## src/rtl/core/roman_numeral_decoder_defines.svh

```systemverilog
// ----------------------------------------------------------------------------
// Roman numeral decoder assertion macros
// Shared concurrent assertion forms for the decoder RTL.
// ----------------------------------------------------------------------------
`ifndef ROMAN_NUMERAL_DECODER_DEFINES_SVH
`define ROMAN_NUMERAL_DECODER_DEFINES_SVH

`ifndef NO_ASSERTIONS
`define RND_ASSERT_IMP(label, clk, rst_n, ante, cons) \
  label: assert property (@(posedge clk) disable iff (!rst_n) (ante) |-> (cons)) \
    else $error("roman numeral decoder: same-cycle check failed");
`define RND_ASSERT_NEXT(label, clk, rst_n, ante, cons) \
  label: assert property (@(posedge clk) disable iff (!rst_n) (ante) |=> (cons)) \
    else $error("roman numeral decoder: next-cycle check failed");
`else
`define RND_ASSERT_IMP(label, clk, rst_n, ante, cons)
`define RND_ASSERT_NEXT(label, clk, rst_n, ante, cons)
`endif

`endif

```

## src/rtl/core/rnd_pkg.sv

```systemverilog
// ----------------------------------------------------------------------------
// Roman numeral decoder package
// Widths, character codes, symbol values, the redundant-pair check and the saturating accumulate step.
// ----------------------------------------------------------------------------
package rnd_pkg;

  localparam int TOTAL_WIDTH = 24;
  localparam int SYM_W       = 11;

  typedef logic signed [TOTAL_WIDTH-1:0] total_t;
  typedef logic [SYM_W-1:0]              sym_t;

  typedef struct packed {
    total_t sum;
    logic   ovf;
  } acc_t;

  localparam logic [7:0] CHAR_I = 8'h49;
  localparam logic [7:0] CHAR_V = 8'h56;
  localparam logic [7:0] CHAR_X = 8'h58;
  localparam logic [7:0] CHAR_L = 8'h4C;
  localparam logic [7:0] CHAR_C = 8'h43;
  localparam logic [7:0] CHAR_D = 8'h44;
  localparam logic [7:0] CHAR_M = 8'h4D;

  localparam total_t TOTAL_MAX   = {1'b0, {(TOTAL_WIDTH-1){1'b1}}};
  localparam total_t TOTAL_MIN   = {1'b1, {(TOTAL_WIDTH-1){1'b0}}};
  localparam total_t TOTAL_ONE   = total_t'(1);
  localparam total_t TOTAL_LIMIT = total_t'(3000);

  function automatic sym_t symbol_value(input logic [7:0] c);
    sym_t v;
    unique case (c)
      CHAR_I:  v = sym_t'(1);
      CHAR_V:  v = sym_t'(5);
      CHAR_X:  v = sym_t'(10);
      CHAR_L:  v = sym_t'(50);
      CHAR_C:  v = sym_t'(100);
      CHAR_D:  v = sym_t'(500);
      CHAR_M:  v = sym_t'(1000);
      default: v = '0;
    endcase
    return v;
  endfunction

  function automatic logic redundant_pair(input sym_t h, input sym_t n);
    logic [SYM_W:0] r;
    r = (h < n) ? ({1'b0, n} - {1'b0, h}) : ({1'b0, h} + {1'b0, n});
    return (n != '0) &&
           (r == 12'd5   || r == 12'd10  || r == 12'd50 ||
            r == 12'd100 || r == 12'd500 || r == 12'd1000);
  endfunction

  function automatic acc_t sat_add(input total_t a, input logic signed [SYM_W:0] d);
    logic signed [TOTAL_WIDTH:0] w;
    acc_t res;
    w = (TOTAL_WIDTH+1)'(a) + (TOTAL_WIDTH+1)'(d);
    res.ovf = (w[TOTAL_WIDTH] != w[TOTAL_WIDTH-1]);
    if (res.ovf) begin
      res.sum = w[TOTAL_WIDTH] ? TOTAL_MIN : TOTAL_MAX;
    end else begin
      res.sum = w[TOTAL_WIDTH-1:0];
    end
    return res;
  endfunction

endpackage

```

## src/rtl/core/rnd_if.sv

```systemverilog
// ----------------------------------------------------------------------------
// Roman numeral decoder channels
// Valid/ready channels for character words and result words.
// ----------------------------------------------------------------------------
interface rnd_in_if;
  logic       valid;
  logic       ready;
  logic [7:0] char_code;
  logic       last_char;

  modport source (output valid, output char_code, output last_char, input ready);
  modport sink   (input valid, input char_code, input last_char, output ready);
endinterface

interface rnd_out_if;
  logic        valid;
  logic        ready;
  logic [11:0] value;
  logic        error;

  modport source (output valid, output value, output error, input ready);
  modport sink   (input valid, input value, input error, output ready);
endinterface

```

## src/rtl/core/roman_numeral_decoder.sv

```systemverilog
// ----------------------------------------------------------------------------
// Roman numeral decoder
// Decodes a Roman numeral sent one character word at a time.
// ----------------------------------------------------------------------------
//  Channel   Direction  Word
//  in_chan   sink       char_code[7:0], last_char
//  out_chan  source     value[11:0], error
//
//  One character word is accepted every cycle while no final character is held back by a stalled result.
//  A final character passes through the input register and then the output register before its result word is valid.
//  Reset is synchronous and clears all numeral state.
//  A stalled result holds back only a following final character; other
//  characters keep flowing through the input register.
// ----------------------------------------------------------------------------
`include "roman_numeral_decoder_defines.svh"

module roman_numeral_decoder (
  input  logic       clk,
  input  logic       rst_n,
  rnd_in_if.sink     in_chan,
  rnd_out_if.source  out_chan
);

  logic                s1_valid_r;
  logic [7:0]          s1_char_r;
  logic                s1_last_r;
  logic                s1_fire;

  rnd_pkg::sym_t       held_value_r, held_value_nxt;
  logic [7:0]          held_char_r, held_char_nxt;
  logic                have_held_r, have_held_nxt;
  logic [1:0]          run_length_r, run_length_nxt;
  logic                error_seen_r, error_seen_nxt;
  rnd_pkg::total_t     total_r, total_nxt;

  logic                out_valid_r, out_valid_nxt;
  logic [11:0]         out_value_r, out_value_nxt;
  logic                out_error_r, out_error_nxt;

  rnd_pkg::sym_t       sym;
  logic signed [rnd_pkg::SYM_W:0] held_delta;
  rnd_pkg::acc_t       acc1, acc2;
  logic                err_step;

  assign s1_fire       = s1_valid_r && (!s1_last_r || !out_valid_r || out_chan.ready);
  assign in_chan.ready = !s1_valid_r || s1_fire;

  assign out_chan.valid = out_valid_r;
  assign out_chan.value = out_value_r;
  assign out_chan.error = out_error_r;

  always_ff @(posedge clk) begin
    if (!rst_n) begin
      s1_valid_r <= 1'b0;
    end else if (in_chan.ready) begin
      s1_valid_r <= in_chan.valid;
    end
  end

  always_ff @(posedge clk) begin
    if (in_chan.ready && in_chan.valid) begin
      s1_char_r <= in_chan.char_code;
      s1_last_r <= in_chan.last_char;
    end
  end

  always_comb begin
    sym        = rnd_pkg::symbol_value(s1_char_r);
    held_delta = (held_value_r < sym) ? -$signed({1'b0, held_value_r})
                                      : $signed({1'b0, held_value_r});
    acc1       = have_held_r ? rnd_pkg::sat_add(total_r, held_delta)
                             : rnd_pkg::acc_t'{sum: total_r, ovf: 1'b0};
    acc2       = rnd_pkg::sat_add(acc1.sum, $signed({1'b0, sym}));

    err_step       = error_seen_r || (sym == '0) || acc1.ovf;
    run_length_nxt = 2'd0;
    if (have_held_r) begin
      if (rnd_pkg::redundant_pair(held_value_r, sym)) begin
        err_step = 1'b1;
      end
      if (s1_char_r == held_char_r) begin
        if (run_length_r >= 2'd2) begin
          err_step = 1'b1;
        end
        run_length_nxt = (run_length_r == 2'd3) ? run_length_r : run_length_r + 2'd1;
      end
    end

    held_value_nxt = held_value_r;
    held_char_nxt  = held_char_r;
    have_held_nxt  = have_held_r;
    error_seen_nxt = error_seen_r;
    total_nxt      = total_r;
    out_valid_nxt  = out_valid_r && !out_chan.ready;
    out_value_nxt  = out_value_r;
    out_error_nxt  = out_error_r;

    if (s1_fire) begin
      if (s1_last_r) begin
        held_value_nxt = '0;
        held_char_nxt  = '0;
        have_held_nxt  = 1'b0;
        run_length_nxt = 2'd0;
        error_seen_nxt = 1'b0;
        total_nxt      = '0;
        out_valid_nxt  = 1'b1;
        out_error_nxt  = err_step || acc2.ovf || (acc2.sum < rnd_pkg::TOTAL_ONE) ||
                         (acc2.sum > rnd_pkg::TOTAL_LIMIT);
        out_value_nxt  = out_error_nxt ? 12'd0 : acc2.sum[11:0];
      end else begin
        held_value_nxt = sym;
        held_char_nxt  = s1_char_r;
        have_held_nxt  = 1'b1;
        error_seen_nxt = err_step;
        total_nxt      = acc1.sum;
      end
    end else begin
      run_length_nxt = run_length_r;
    end
  end

  always_ff @(posedge clk) begin
    if (!rst_n) begin
      held_value_r <= '0;
      held_char_r  <= '0;
      have_held_r  <= 1'b0;
      run_length_r <= 2'd0;
      error_seen_r <= 1'b0;
      total_r      <= '0;
      out_valid_r  <= 1'b0;
    end else begin
      held_value_r <= held_value_nxt;
      held_char_r  <= held_char_nxt;
      have_held_r  <= have_held_nxt;
      run_length_r <= run_length_nxt;
      error_seen_r <= error_seen_nxt;
      total_r      <= total_nxt;
      out_valid_r  <= out_valid_nxt;
    end
  end

  always_ff @(posedge clk) begin
    out_value_r <= out_value_nxt;
    out_error_r <= out_error_nxt;
  end

  `RND_ASSERT_IMP(a_error_zero, clk, rst_n, out_valid_r && out_error_r, out_value_r == 12'd0)
  `RND_ASSERT_IMP(a_value_range, clk, rst_n, out_valid_r && !out_error_r,
                  out_value_r >= 12'd1 && out_value_r <= 12'd3000)
  `RND_ASSERT_NEXT(a_final_clears, clk, rst_n, s1_fire && s1_last_r, out_valid_r && !have_held_r && !error_seen_r)
  `RND_ASSERT_IMP(a_run_needs_held, clk, rst_n, run_length_r != 2'd0, have_held_r)
  `RND_ASSERT_IMP(a_ready_when_empty, clk, rst_n, !out_valid_r, in_chan.ready)

endmodule
```

## src/flat_wrapper.sv

```systemverilog
// flat-port wrapper written by rule: the top's interface ports become plain ports
module roman_numeral_decoder_flat 
  (clk, rst_n, in_chan_valid, in_chan_char_code, in_chan_last_char, in_chan_ready, out_chan_valid, out_chan_value, out_chan_error, out_chan_ready);
  rnd_in_if in_chan_i ();
  rnd_out_if out_chan_i ();
  input  logic clk;
  input  logic rst_n;
  input wire logic [$bits(in_chan_i.valid)-1:0] in_chan_valid;
  input wire logic [$bits(in_chan_i.char_code)-1:0] in_chan_char_code;
  input wire logic [$bits(in_chan_i.last_char)-1:0] in_chan_last_char;
  output wire logic [$bits(in_chan_i.ready)-1:0] in_chan_ready;
  output wire logic [$bits(out_chan_i.valid)-1:0] out_chan_valid;
  output wire logic [$bits(out_chan_i.value)-1:0] out_chan_value;
  output wire logic [$bits(out_chan_i.error)-1:0] out_chan_error;
  input wire logic [$bits(out_chan_i.ready)-1:0] out_chan_ready;
  assign in_chan_i.valid = in_chan_valid;
  assign in_chan_i.char_code = in_chan_char_code;
  assign in_chan_i.last_char = in_chan_last_char;
  assign in_chan_ready = in_chan_i.ready;
  assign out_chan_valid = out_chan_i.valid;
  assign out_chan_value = out_chan_i.value;
  assign out_chan_error = out_chan_i.error;
  assign out_chan_i.ready = out_chan_ready;
  roman_numeral_decoder u_core (.clk(clk), .rst_n(rst_n), .in_chan(in_chan_i), .out_chan(out_chan_i));
endmodule
```

## config.mk

```make
export PLATFORM = sky130hd
export DESIGN_NAME = roman_numeral_decoder_flat
export DESIGN_NICKNAME = d
export VERILOG_FILES = /design/src/rtl/core/rnd_pkg.sv /design/src/rtl/core/rnd_if.sv /design/src/rtl/core/roman_numeral_decoder.sv /design/src/flat_wrapper.sv
export VERILOG_INCLUDE_DIRS = /design/src /design/src/rtl/core
export SDC_FILE = /design/constraint.sdc
export NUM_CORES = 1
export LEC_CHECK = 0
export BUFFER_PORTS_ARGS = -buffer_cell sky130_fd_sc_hd__clkbuf_2
export CORE_ASPECT_RATIO = 1.2
export CORE_MARGIN = 5
export CORE_UTILIZATION = 25
export CTS_BUF_LIST = sky130_fd_sc_hd__clkbuf_2
export DETAILED_ROUTE_END_ITERATION = 6
export SETUP_SLACK_MARGIN = 0.1
export SYNTH_ARGS = -nofsm -noshare
export SYNTH_HDL_FRONTEND = slang
export SYNTH_SLANG_ARGS = --single-unit
```

## constraint.sdc

```tcl
create_clock -name clk -period 19.6 [get_ports clk]
set_clock_uncertainty 0.2 [all_clocks]
set_input_delay 1.96 -clock clk [delete_from_list [all_inputs] [get_ports clk]]
set_output_delay 1.96 -clock clk [all_outputs]
set_load 0.005 [all_outputs]
```

Word-level counts from Yosys, hierarchy flattened

Index checks and enable logic that the tools add are counted.

Bits of input ports: 13
Register bits: 71
Output and inout bits: 15
Logic and storage cells: 88

Muxes and demuxes: 23
Add/sub/neg operators: 6
$lt $le $gt $ge: 4
Eq/ne operators: 18
Reductions and logical operators: 25

Operators with widths:

| operator                                                    | count |
|---|---|
| 2-to-1 mux 24 bit                                           | 5 |
| one-hot mux 10 bit (7 select lines)                         | 1 |
| == test 8 x 7 -> 1 bit, second input constant               | 7 |
| adder 24 x 11 -> 25 bit                                     | 1 |
| adder 24 x 12 -> 25 bit                                     | 1 |
| 2-to-1 mux 25 bit                                           | 1 |
| > comparator 24 x 13 -> 1 bit, second input constant        | 1 |
| less-than comparator 24 x 2 -> 1 bit, second input constant | 1 |
| 2-to-1 mux 12 bit                                           | 2 |
| logical OR 1 bit                                            | 13 |
| adder 11 x 10 -> 12 bit                                     | 1 |
| == test 12 x 10 -> 1 bit, second input constant             | 1 |
| == test 12 x 3 -> 1 bit, second input constant              | 1 |
| == test 12 x 4 -> 1 bit, second input constant              | 1 |
| == test 12 x 6 -> 1 bit, second input constant              | 1 |
| == test 12 x 7 -> 1 bit, second input constant              | 1 |
| == test 12 x 9 -> 1 bit, second input constant              | 1 |
| negator 11 -> 12 bit                                        | 1 |
| subtractor 10 x 11 -> 12 bit                                | 1 |
| zero test 11 bit                                            | 1 |
| less-than comparator 11 x 10 -> 1 bit                       | 1 |
| nonzero test 11 bit                                         | 1 |
| 2-to-1 mux 10 bit                                           | 1 |
| == test 8 bit                                               | 1 |
| other kinds (11)                                            | 29 |

Logic depth before layout (Yosys ltp)

Depth in word-level cells: 18
Depth in mapped cells: 42
Mapped depth without buffers: 37

Least setup slack after synthesis

OpenSTA, ideal clock, no wires.

Path type: register to register
Start: register u_core.s1_char_r[5]
End: register u_core.out_error_r (netlist: u_core.out_chan.error) (data pin)
Period minus slack after synthesis: 9.622 ns
Buffers on the path: 2
Arrival time: 9.163 ns
Setup slack: 9.978 ns
Cell stages (with the launch flop): 34
Required time: 19.141 ns
Setup time: 0.259 ns
Cell sequence: edfxtp_1 -> or3b_2 -> nor4_1 -> inv_1 -> o22ai_1 -> ha_1 -> o31ai_1 -> o211a_1 -> nand2_1 -> clkbuf_1 -> nor2_1 -> ha_1 -> buf_2 -> a21oi_2 -> o211ai_1 -> a21oi_2 -> o221ai_4 -> o21a_4 -> maj3_1 -> mux2_2 -> ha_1 -> fa_1 -> a21o_1 -> a21oi_1 -> o21ai_0 -> o311ai_0 -> nand2b_1 -> a21oi_1 -> a221oi_2 -> or2_2 -> a211o_1 -> a21oi_1 -> o2111ai_2 -> or2_1

Cells in the longest elaborated chain, start to end: 18
Elaborated cells on any way between the ends: 48
Those cells by class: add/sub: 4; order compare: 3; eq/ne: 16; mux: 12; reduce/logical: 13

Ends and longest elaborated chain:

| what                                                             | line                         | source |
|---|---|---|
| from (decl)                                                      | roman_numeral_decoder.sv:25  | `logic [7:0] s1_char_r;` |
| from (signal assigned)                                           | roman_numeral_decoder.sv:62  | `s1_char_r <= in_chan.char_code;` |
| branches (longest 17 deep; another with adder 24 x 12 -> 25 bit) | n/a                          |  |
| logical OR 1 bit *                                               | roman_numeral_decoder.sv:107 | `out_error_nxt = err_step \|\| acc2.ovf \|\| (acc2.sum < rnd_pkg::TOTAL_ONE) \|\|` |
| to (signal assigned)                                             | roman_numeral_decoder.sv:144 | `out_error_r <= out_error_nxt;` |
| to (decl)                                                        | roman_numeral_decoder.sv:38  | `logic out_error_r, out_error_nxt;` |

Mark *: on every way between the ends.
A chain may end at the register's enable or synchronous reset.

Worst setup path after layout

Same ends and word-level chain as after synthesis.

==> impl_metrics.json <==
{
  "status": "complete, no violations",
  "power.density_nw_per_um2": 38.92,
  "die_w_um": 165.2,
  "avgSynthCellArea_sq_um": 8.018,
  "fillers": 3139,
  "met3WireLength_um": 725,
  "max_slew_margin_pct": 20.53,
  "cp_num_cells": 31,
  "core_sq_um": 28670,
  "globalRouteOverflowTotal": 0,
  "p_comb_share_pct": 17.8,
  "crit_slowest_cell": "nor2_1",
  "track_usage_pct": 12.67,
  "clk-insertion-delay-late_ps": 580,
  "grt_max_degree": 48,
  "dr.first_iter.drc_count": 514,
  "path_clk_slew_ps": 250,
  "yosysWarnings": 0,
  "grt_pass1_vias": 6513,
  "drv_cap": 0,
  "postRouteAntennaNets": 0,
  "start_kind": "register",
  "swShare_pct": 33.35,
  "htreeDepth": 3,
  "area.growth.synth_to_final_pct": 8.452,
  "setup_viol": 0,
  "yosysUniqueCellTypes": 97,
  "crit_path_max_fanout": 13,
  "synth_cells": 901,
  "crit_arrival_ps": 12140,
  "drive_above_1_share_pct": 11.45,
  "setup.worst_path.class": "reg -> reg",
  "syn-cell-area_sq_um": 7224,
  "cp_top_family": "compound AO/OA/AOI/OAI gates",
  "io_buffers": 27,
  "ir_worst_vdd_mv": 0.04168,
  "finalMaxSlewViolations": 0,
  "via_count": 6801,
  "leakagePower_nw": 2.917,
  "nets": 976,
  "cts_tree": "done",
  "p_sw_w": 0.0001017,
  "postCtsSetupBuffers": 0,
  "p_int_w": 0.0002032,
  "tns_ps": 0,
  "die_h_um": 196.2,
  "cp_common_cell": "a21oi_1",
  "antenna_found_initial": 0,
  "reg2reg_depth": 31,
  "first_pass_iters": 7,
  "holdBufCountCts": 0,
  "wl_mm": 20.54,
  "root_buffer": "clkbuf_2",
  "rsz0062_at_grt": "no",
  "hold_path_depth": 2,
  "hold_viol": 0,
  "power_frac_seq_pct": 50.9,
  "total_power_w": 0.0003050,
  "finalCriticalPeriod_ps": 11990,
  "cp-end-kind": "register",
  "min_period_over_period_pct": 61.19,
  "fmax_mhz": 83.38,
  "crit_buf_inv": 1,
  "io_pins": 28,
  "synth_seq_cells": 69,
  "yosysSeqAreaShare_pct": 22.17,
  "cts_buffer_depth": 2,
  "rows": 68,
  "cts_buffers": 9,
  "insertedDiodeCount": 0,
  "clockPowerShare_pct": 31.3,
  "grt_pass1_wl_mm": 33.59,
  "synth_edf_count": 22,
  "critical_path_required_ps": 19750,
  "synth_nets": 974,
  "tightest_slew_ps": 1188,
  "synth_ff_type": "dfxtp_1",
  "place.gp.congestion": 0.9311,
  "holdWs_ps": 301.6,
  "wl_met1_mm": 8.907,
  "dr_wl_met2_mm": 10.31,
  "max_stage_delay_ps": 980,
  "hp-class": "reg -> reg",
  "async_reset_ff_share_pct": 0,
  "highest_layer": "met4",
  "ctsResizeCount": 0,
  "wl_per_cell_um": 15.88,
  "via_per_inst": 5.260,
  "die_area_sq_um": 32410,
  "drc": 0,
  "cts.sinks": 69,
  "dp_hpwl_mm": 16.05,
  "start_util_pct": 25.20
}
-- Yosys cell counts (17+ instances only) --
library cell   n  area share [%]
edfxtp_1      22             9.1
nand2_1       62             3.2
nor2b_1       48             4.2
nor2_1        66             3.4
dfxtp_1       47              13
nand2b_1      17             1.5
a21oi_1       76             5.3
inv_1         37             1.9
xor2_1        20             2.4
nand3_1       27             1.9
clkbuf_1      28             1.5
a22oi_1       30             3.1
nor3_1        27             1.9
ha_1          56             9.7
xnor2_1       28             3.4
o21ai_0       42             2.9
-- registers in the layout, indices dropped and copies added (netlist names) --
| register | count |
|---|---|
| u_core.total_r | 24 |
| u_core.out_chan.value | 12 |
| u_core.held_value_r | 9 |
| u_core.held_char_r | 8 |
| u_core.s1_char_r | 8 |
| u_core.run_length_r | 2 |
| u_core.error_seen_r | 1 |
| u_core.have_held_r | 1 |
| u_core.out_chan.error | 1 |
| u_core.out_chan.valid | 1 |
| u_core.s1_last_r | 1 |
| u_core.s1_valid_r | 1 |
-- metal layers --
| layer | up-vias | track usage [%] |
|---|---|---|
| met4 | 0 | 4.314 |
| met3 | 41 | 1.912 |
| li1 | 3383 | - |
| met5 | - | 0 |
| met2 | 160 | 22.25 |
| met1 | 3217 | 15.65 |
-- worst reg2reg max path, delay by kind of cell, from the launching register on --
kind                     cells  cell delay, ps
adder cells (fa/ha/maj)      5            1850
AO/OA/AOI/OAI               17            5330
flip-flops                   1             500
AND/OR/NAND/NOR              7            3530
buffers and inverters        1              90
multiplexers                 1             280
-- per-stage QoR --
| stage | utilization, % | std cells | setup WS (ps) | cell area (sq um) |
|---|---|---|---|---|
| after CTS | 27.33 | 1293 | 7725 | 7835 |
| after detailed placement | 26.85 | 1277 | 7807 | 7699 |
| after global placement | 26.85 | 1277 | 8182 | 7699 |
| final | 27.33 | 1293 | 7607 | 7835 |
| after floorplan | - | 901 | 9978 | 7224 |
| after global routing | 27.33 | 1293 | 6631 | 7835 |
-- path summary, 6_finish.rpt --
kind | from | end | slack (ps)
worst max-delay path | u_core.s1_char_r[5]$_DFFE_PP_ | u_core.out_chan.error$_DFFE_PP_ | 7610
worst min-delay path | u_core.held_char_r[0]$_SDFFE_PN0P_ | u_core.held_char_r[0]$_SDFFE_PN0P_ | 300
worst max register to register | u_core.s1_char_r[5]$_DFFE_PP_ | u_core.out_chan.error$_DFFE_PP_ | 7610
worst min register to register | u_core.held_char_r[0]$_SDFFE_PN0P_ | u_core.held_char_r[0]$_SDFFE_PN0P_ | 300
-- power groups by stage --
stage | clock network [W] | logic (W) | registers [W]
after global routing | 0.000104 | 0.0000600 | 0.000156
after CTS | 0.0000985 | 0.0000541 | 0.000155
after global placement | 0 | 0.0000536 | 0.000158
final | 0.0000955 | 0.0000541 | 0.000155
after detailed placement | 0 | 0.0000538 | 0.000158
after floorplan | 0 | 0.0000433 | 0.000156
-- area by class of cell --
class	count	area [sq um]	share of cell area (%)
clock buffers	9	45.04	0.5749
repair buffers	32	172.7	2.204
clock inverters	7	91.34	1.166
inverters	39	146.4	1.868
multi-input cells	752	5296	67.60
flip-flops and latches	69	1602	20.44
well taps	385	481.7	6.148
-- kinds of logic after synthesis --
kind of cell	count (synthesis)	synth area share, %
AO/OA/AOI/OAI	297	29.29
buffers and inverters	80	4.555
XOR/XNOR	48	5.819
adder cells (fa/ha/maj)	63	11.22
AND/OR/NAND/NOR	336	25.79
flip-flops	69	22.17
multiplexers	8	1.160
-- cells in the final DEF (no fill, tap or decap), drive strengths merged, types with 8 or more instances in the layout --
| cell type | instances |
|---|---|
| ha | 56 |
| clkbuf | 36 |
| o22ai | 12 |
| a211oi | 9 |
| edfxtp | 22 |
| nand3 | 27 |
| inv | 40 |
| nor3 | 37 |
| nand2b | 18 |
| a22oi | 32 |
| nor4 | 11 |
| o211ai | 12 |
| xor2 | 20 |
| nor2 | 67 |
| xnor2 | 28 |
| nor2b | 48 |
| o21ai | 45 |
| a21oi | 79 |
| dfxtp | 47 |
| a21o | 16 |
| nand2 | 63 |
| a21boi | 10 |
| nand4 | 10 |
| a31oi | 15 |
| or4 | 8 |
(Power assumes the default switching activity.)
